==> src/rtl/core/amu_pkg.sv <==
package amu_pkg;

    localparam int ADDR_BITS = 16;

    typedef logic [ADDR_BITS-1:0] addr_t;
    typedef logic [7:0]           byte_t;

    localparam logic [2:0] OP_READ  = 3'd0;
    localparam logic [2:0] OP_WRITE = 3'd1;
    localparam logic [2:0] OP_PUSH  = 3'd2;
    localparam logic [2:0] OP_POP   = 3'd3;
    localparam logic [2:0] OP_LOAD  = 3'd4;

    localparam logic [3:0] MODE_NONE     = 4'd0;
    localparam logic [3:0] MODE_DP       = 4'd1;
    localparam logic [3:0] MODE_DP_X     = 4'd2;
    localparam logic [3:0] MODE_DP_Y     = 4'd3;
    localparam logic [3:0] MODE_DP_IND   = 4'd4;
    localparam logic [3:0] MODE_ABS      = 4'd5;
    localparam logic [3:0] MODE_X_IND    = 4'd6;
    localparam logic [3:0] MODE_ABS_X    = 4'd7;
    localparam logic [3:0] MODE_ABS_Y    = 4'd8;
    localparam logic [3:0] MODE_DPX_IND  = 4'd9;
    localparam logic [3:0] MODE_DPIND_Y  = 4'd10;
    localparam logic [3:0] MODE_ABSX_IND = 4'd11;
    localparam logic [3:0] MODE_Y_IND    = 4'd12;

    localparam addr_t PORT_FIRST   = 16'h00F4;
    localparam addr_t PORT_LAST    = 16'h00F7;
    localparam addr_t PROTECT_BASE = 16'hFFC0;
    localparam addr_t PAGE_ONE     = 16'h0100;

    typedef struct packed {
        logic  en;
        logic  we;
        addr_t addr;
        byte_t wdata;
    } mem_req_t;

    typedef struct packed {
        logic  indirect;
        logic  add_y;
        addr_t addr;
    } agen_t;

endpackage

==> src/rtl/core/amu_agen.sv <==
module amu_agen (
    input  logic           [3:0] mode,
    input  amu_pkg::addr_t       operand,
    input  amu_pkg::byte_t       x,
    input  amu_pkg::byte_t       y,
    input  logic                 page,
    output amu_pkg::agen_t       gen
);
    import amu_pkg::*;

    byte_t page_hi;
    byte_t dp_x;
    byte_t dp_y;
    addr_t abs_x;
    addr_t abs_y;

    assign page_hi = page ? PAGE_ONE[15:8] : 8'h00;
    assign dp_x    = operand[7:0] + x;
    assign dp_y    = operand[7:0] + y;
    assign abs_x   = operand + {8'h00, x};
    assign abs_y   = operand + {8'h00, y};

    always_comb
    begin
        gen = '{indirect: 1'b0, add_y: 1'b0, addr: operand};
        case (mode)
            MODE_DP:       gen.addr = {page_hi, operand[7:0]};
            MODE_DP_X:     gen.addr = {page_hi, dp_x};
            MODE_DP_Y:     gen.addr = {page_hi, dp_y};
            MODE_DP_IND:
            begin
                gen.indirect = 1'b1;
                gen.addr     = {page_hi, operand[7:0]};
            end
            MODE_ABS:      gen.addr = operand;
            MODE_X_IND:    gen.addr = {page_hi, x};
            MODE_ABS_X:    gen.addr = abs_x;
            MODE_ABS_Y:    gen.addr = abs_y;
            MODE_DPX_IND:
            begin
                gen.indirect = 1'b1;
                gen.addr     = {page_hi, dp_x};
            end
            MODE_DPIND_Y:
            begin
                gen.indirect = 1'b1;
                gen.add_y    = 1'b1;
                gen.addr     = {page_hi, operand[7:0]};
            end
            MODE_ABSX_IND:
            begin
                gen.indirect = 1'b1;
                gen.addr     = abs_x;
            end
            MODE_Y_IND:    gen.addr = {page_hi, y};
            default:       gen.addr = operand;
        endcase
    end

endmodule

==> config.mk <==
export PLATFORM = sky130hd
export DESIGN_NAME = amu_agen
export DESIGN_NICKNAME = d
export VERILOG_FILES = /design/src/rtl/core/amu_pkg.sv /design/src/rtl/core/amu_agen.sv
export SDC_FILE = /design/constraint.sdc
export NUM_CORES = 1
export LEC_CHECK = 0
export BUFFER_PORTS_ARGS = -buffer_cell sky130_fd_sc_hd__buf_2
export CORE_MARGIN = 4
export CORE_UTILIZATION = 56
export DETAILED_ROUTE_END_ITERATION = 8
export PLACE_DENSITY = 0.91
export SLEW_MARGIN = 10
export SYNTH_ARGS = -nofsm -noshare
export SYNTH_HDL_FRONTEND = slang
export SYNTH_SLANG_ARGS = --single-unit
==> constraint.sdc <==
create_clock -name vclk -period 14.3
set_input_delay 2.86 -clock vclk [all_inputs]
set_output_delay 2.86 -clock vclk [all_outputs]
set_load 0.01 [all_outputs]
==> metrics, run 1 <==
status=completed; library cell with the highest instance count after synthesis=ha_1; cells taking the most area after synthesis=ha_1 16%, mux2_2 13%, xnor2_1 6.4%; Routed WL=~4000 um; Yosys top cell by area=ha_1; M2 GR Usage=a little over two fifths; crit share post-route=about 67%; RSZ-0062 raised after global routing=false; areal power density over the cells=between 40 and 50 nW/um^2; initial antenna violation count=0; netlist area before placement=around 1400 sq um; die extent in x=57.5 um; wire length of the first global-routing pass=6560 um; area enclosed by the die boundary=between 3000 and 4000 sq um; standard cell core area=2280 sq um; global-route layer with the greatest usage=met2; ANT cells=0; quantity of hold-fixing buffers added after cts=0; Max Cap Viol=0; count of vias placed by the detailed router=1629; HPWL Detailed=3290 um; Hold Crit Endpoint=gen[8]; timing startpoint of the critical path=mode[3]; Avg WL per Cell=between 15 and 20 um; element type at the critical path end=primary output; most used standard cells in the synthesized netlist=17 x ha_1, 16 x mux2_2, 15 x nor2_1; Top Family by Delay on Critical Path=compound AO/OA/AOI/OAI gates; critical path type=in -> out; number of resized instances in the post-cts repair step=0; GR met3 Demand/Resource=2.49%; boundary pin count=55; ordered cell list for the critical path=buf_2 -> nand2b_1 -> a21oi_1 -> mux2_2 -> ha_1 -> inv_1 -> fa_1 -> nand2b_1 -> a21oi_1 -> o21a_1 -> o41ai_1 -> o311ai_0 -> o41ai_1 -> buf_2; remaining design rule violation count=0; largest net degree at the start of global routing=10; WP data required=11.44 ns; slowest CP cell=o41ai_1; part of the Yosys area used for sequential elements=0%; port bufs=55; setup TNS after final layout=0 ns; Netlist cell types=44; total iterations of the first detailed-routing run=6; launching element type of the critical path=primary input; Yosys warning count=0; Row Count=17; post-synthesis net count=235; Pins Over Slew Limit=0; share of Yosys cell area claimed by the top area cell type=approximately 16%; Initial Util=about three fifths; highest ir drop seen on vdd=0.0270 mV; top achievable clock speed=between 0.1 and 0.15 GHz; share of final-layout standard cells stronger than drive strength 1=~34%; area used by sequential logic in the layout=0 sq um; post-CTS repair timing setup buffer count=0; Max stage delay on crit path=about 0.9 ns; worst relative slew slack=approximately 26%; count of final hold-check violations=0; global placer's final weighted congestion=a little over 0.9; number of routed nets with antenna violations=0; endpoint arrival time on the critical path=between 6 and 7 ns; count of non-filler cells in the finished layout=approximately 260; origin of the worst min-delay path=page; clock buf count=0; leakage power total=between 0.7 and 0.8 nW; Bufs and invs on worst path=3; Worst Setup Slack, final=approximately 4.7 ns; DR vias/cell=about 6.4; total number of sequential cells=0; Area Overhead vs Synth=19.1%; Mapped Cells=about 180; cell count after placement=between 200 and 300; worst-margin pin slew=approximately 1.1 ns; final worst path period need=9.60 ns; Post-Synthesis Mean Instance Area=approximately 7.7 sq um; Min-Delay Path Depth=3; NumNets Final=around 290; total overflow reported by the global router=0; worst setup slack before clock tree synthesis=about 4.8 ns; Final Power=between 70 and 80 uW; met1 capacity usage during global routing=about 30%; type of the worst min-delay path=in -> out; vias in the first global route=around 1500; layout filler cell count=between 200 and 250; final core utilization=between 70% and 80%; Iter 0 DRT Violations=approximately 160; top fanout value on the critical path=9; GRT Resource Usage Total=around a quarter; y dimension of the die=between 50 and 60 um; total of endpoints with negative setup slack in the final report=0
power breakdown:
part	internal, mW	total, mW	switching (mW)
clock	0	0	0
sequential	0	0	0
combinational	0.0322	0.0706	0.0384
how the worst max path moves through the flow:
stage                   end  depth (start not counted)
finish              gen[12]                         14
global placement    gen[12]                         14
detailed placement  gen[12]                         14
global route        gen[12]                         14
CTS                 gen[12]                         14
floorplan            gen[8]                         13
cell usage in the layout, fill, tap and decap left out, types with 4 or more instances in the layout:
| master | n |
|---|---|
| ha_1 | 17 |
| a222oi_1 | 8 |
| nand2_1 | 13 |
| o41ai_1 | 4 |
| xnor2_1 | 10 |
| a21oi_1 | 12 |
| inv_1 | 9 |
| nor2_1 | 15 |
| nand3_1 | 6 |
| mux2_2 | 16 |
| o21ai_0 | 9 |
| nand2b_1 | 6 |
| buf_2 | 55 |
area by class of cell:
type                       count  area (sq um)  area share, %
inverter                       9          33.8           2.07
multi-input combinational    164          1290           78.9
timing repair buffer          55           275           16.9
tap                           28          35.0           2.15
metal layers:
metal	up-vias	routed length, um
met5	-	0
met2	93	1970
met1	731	1670
li1	791	-
met4	0	72
met3	14	310
kinds of logic (layout without fill, tap and decap cells):
group | after synthesis | count (layout) | synth area share (%)
adder cells (fa/ha/maj) | 19 | 19 | 18.4
AO/OA/AOI/OAI | 56 | 56 | 30.4
AND/OR/NAND/NOR | 57 | 57 | 21.0
buffers and inverters | 15 | 64 | 6.03
XOR/XNOR | 14 | 14 | 9.50
multiplexers | 18 | 18 | 14.6
metrics by stage:
stage	instance area [sq um]	hold slack [ns]
floorplan	1370	5.81
global placement	1630	6.03
detailed placement	1630	6.04
CTS	1630	6.04
global route	1630	6.08
finish	1630	6.05
No activity file was read; power rests on OpenSTA's default activity.
==> inputs of run 2 (changes only) <==
--- a/config.mk
+++ b/config.mk
@@ -5,11 +5,13 @@
 export SDC_FILE = /design/constraint.sdc
 export NUM_CORES = 1
 export LEC_CHECK = 0
+export ABC_AREA = 1
 export BUFFER_PORTS_ARGS = -buffer_cell sky130_fd_sc_hd__buf_2
+export CORE_ASPECT_RATIO = 2
 export CORE_MARGIN = 4
-export CORE_UTILIZATION = 56
+export CORE_UTILIZATION = 55
 export DETAILED_ROUTE_END_ITERATION = 8
-export PLACE_DENSITY = 0.91
+export PLACE_DENSITY = 0.86
 export SLEW_MARGIN = 10
 export SYNTH_ARGS = -nofsm -noshare
 export SYNTH_HDL_FRONTEND = slang
==> constraint.sdc (replaced) <==
create_clock -name vclk -period 9
set_input_delay 1.8 -clock vclk [all_inputs]
set_output_delay 1.8 -clock vclk [all_outputs]
set_load 0.01 [all_outputs]
==> metrics, run 2 <==
status=completed; y dimension of the die=roughly 87 um; ANT cells=0; worst-margin pin slew=between 0.3 and 0.4 ns; vias in the first global route=between 2000 and 2500; most frequent cells in the layout=115 x nand2_1, 55 x buf_2, 41 x inv_1, 39 x nand3_1, 31 x nor2_1; library cell with the highest instance count after synthesis=nand2_1; area used by sequential logic in the layout=0 sq um; largest net degree at the start of global routing=17; total iterations of the first detailed-routing run=5; DR vias/cell=5.67; clock buf count=0; leakage power total=between 1 and 1.5 nW; Row Count=28; leading cell type in the layout, fill and taps excluded=nand2_1; global placer's final weighted congestion=roughly 0.94; WP data required=7.20 ns; Avg WL per Cell=12.8 um; setup TNS after final layout=0 ns; Worst Setup Slack, final=2.84 ns; most used standard cells in the synthesized netlist=115 x nand2_1, 41 x inv_1, 39 x nand3_1; Yosys top cell by area=nand2_1; standard cell core area=2980 sq um; final worst path period need=just over 6 ns; critical path type=in -> out; part of the Yosys area used for sequential elements=0%; number of routed nets with antenna violations=0; crit share post-route=around two thirds; number of resized instances in the post-cts repair step=0; share of final-layout standard cells stronger than drive strength 1=about a fifth; count of vias placed by the detailed router=roughly 2300; origin of the worst min-delay path=operand[15]; netlist area before placement=1700 sq um; quantity of hold-fixing buffers added after cts=0; worst relative slew slack=approximately three quarters; total overflow reported by the global router=0; cells taking the most area after synthesis=nand2_1 25%, ha_1 13%, nand3_1 11%; Routed WL=5300 um; area enclosed by the die boundary=4100 sq um; Area Overhead vs Synth=17.5%; initial antenna violation count=0; remaining design rule violation count=0; RSZ-0062 raised after global routing=false; total of endpoints with negative setup slack in the final report=0; share of Yosys cell area claimed by the top area cell type=around a quarter; port bufs=55; type of the worst min-delay path=in -> out; Most common cell on crit path=nand2_1; endpoint arrival time on the critical path=4.36 ns; wire length of the first global-routing pass=8450 um; GRT Resource Usage Total=26.7%; element type at the critical path end=primary output; ordered cell list for the critical path=buf_2 -> inv_1 -> nand2_1 -> a21oi_4 -> inv_1 -> o21ai_0 -> ha_1 -> inv_1 -> fa_1 -> inv_1 -> nand3_1 -> nand2_1 -> nand3_1 -> nand2_1 -> nand2_1 -> nand3_1 -> o21ai_0 -> nor2_1 -> nand2_1 -> buf_2; Yosys warning count=0; boundary pin count=between 50 and 60; HPWL Detailed=between 4000 and 5000 um; slowest CP cell=fa_1; top achievable clock speed=about 0.16 GHz; Min-Delay Path Depth=4; highest ir drop seen on vdd=roughly 0.036 mV; total number of sequential cells=0; Netlist cell types=33; worst setup slack before clock tree synthesis=approximately 2.8 ns; count of final hold-check violations=0; Iter 0 DRT Violations=81; launching element type of the critical path=primary input; cell count after placement=~410; post-CTS repair timing setup buffer count=0; count of non-filler cells in the finished layout=414; NumNets Final=around 440; Post-Synthesis Mean Instance Area=just over 5 sq um; Max Cap Viol=0; Initial Util=approximately 57%; die extent in x=about 47 um; Max stage delay on crit path=0.35 ns; post-synthesis net count=just under 400; areal power density over the cells=66.5 nW/um^2; Hold Crit Endpoint=gen[15]; Pins Over Slew Limit=0; top fanout value on the critical path=10; Mapped Cells=roughly 330
[run 2: changes by cell type in the layout (fill, tap and decap cells not counted), sizes merged, moves of 4 or more]
| cell | delta |
|---|---|
| nor2 | +20 |
| o41ai | -4 |
| xnor2 | -10 |
| inv | +37 |
| a21oi | +4 |
| mux2 | -16 |
| nand2 | +109 |
| or2 | +4 |
| o21ai | +15 |
| a222oi | -8 |
| nand3 | +34 |
| nand2b | -6 |
[run 2: worst max-delay path by stage]
stage,start,end,slack [ns],cells past startpoint
CTS,mode[2],gen[6],2.84,20
finish,mode[2],gen[6],2.84,20
global placement,mode[2],gen[6],2.93,20
global route,mode[2],gen[6],2.50,20
detailed placement,mode[2],gen[6],2.84,20
floorplan,mode[3],gen[6],3.40,18
[run 2: per-layer routing]
| metal | global-route usage, % | wire length (um) |
|---|---|---|
| met4 | 13.4 | 236 |
| met3 | 2.29 | 239 |
| met2 | 52.0 | 3040 |
| met1 | 24.3 | 1780 |
| met5 | 0 | 0 |
[run 2: cells by family after synthesis]
family | synth area share, %
simple gates | 55.2
buf+inv | 11.1
compound gates | 17.2
xor+xnor | 1.55
fa+ha+maj | 14.9
[run 2: final cells by class]
| type | count | area [sq um] |
|---|---|---|
| well taps | 30 | 37.5 |
| inverters | 46 | 173 |
| fillers | 325 | 982 |
| multi-input cells | 283 | 1510 |
| repair buffers | 55 | 275 |
[run 2: where the power goes]
| group | internal, mW | switching [mW] | leakage, nW |
|---|---|---|---|
| clock | 0 | 0 | 0 |
| combinational | 0.0503 | 0.0825 | 1.18 |
| sequential | 0 | 0 | 0 |
| total | 0.0503 | 0.0825 | 1.18 |
[run 2: critical path: cells and delay by family]
kind	cells	cell delay (ns)
AND/OR/NAND/NOR	9	0.75
buffers and inverters	6	0.68
AO/OA/AOI/OAI	3	0.58
adder cells (fa/ha/maj)	2	0.54
[run 2: metrics by stage]
step	power (mW)	hold slack, ns	cell area [sq um]	util [%]
3_5_place_dp	0.132	3.91	2000	67.0
5_1_grt	0.150	3.95	2000	67.0
4_1_cts	0.132	3.91	2000	67.0
6_report	0.133	3.91	2000	67.0
3_3_place_gp	0.130	3.90	2000	67.0
2_1_floorplan	0.0890	3.72	1700	-
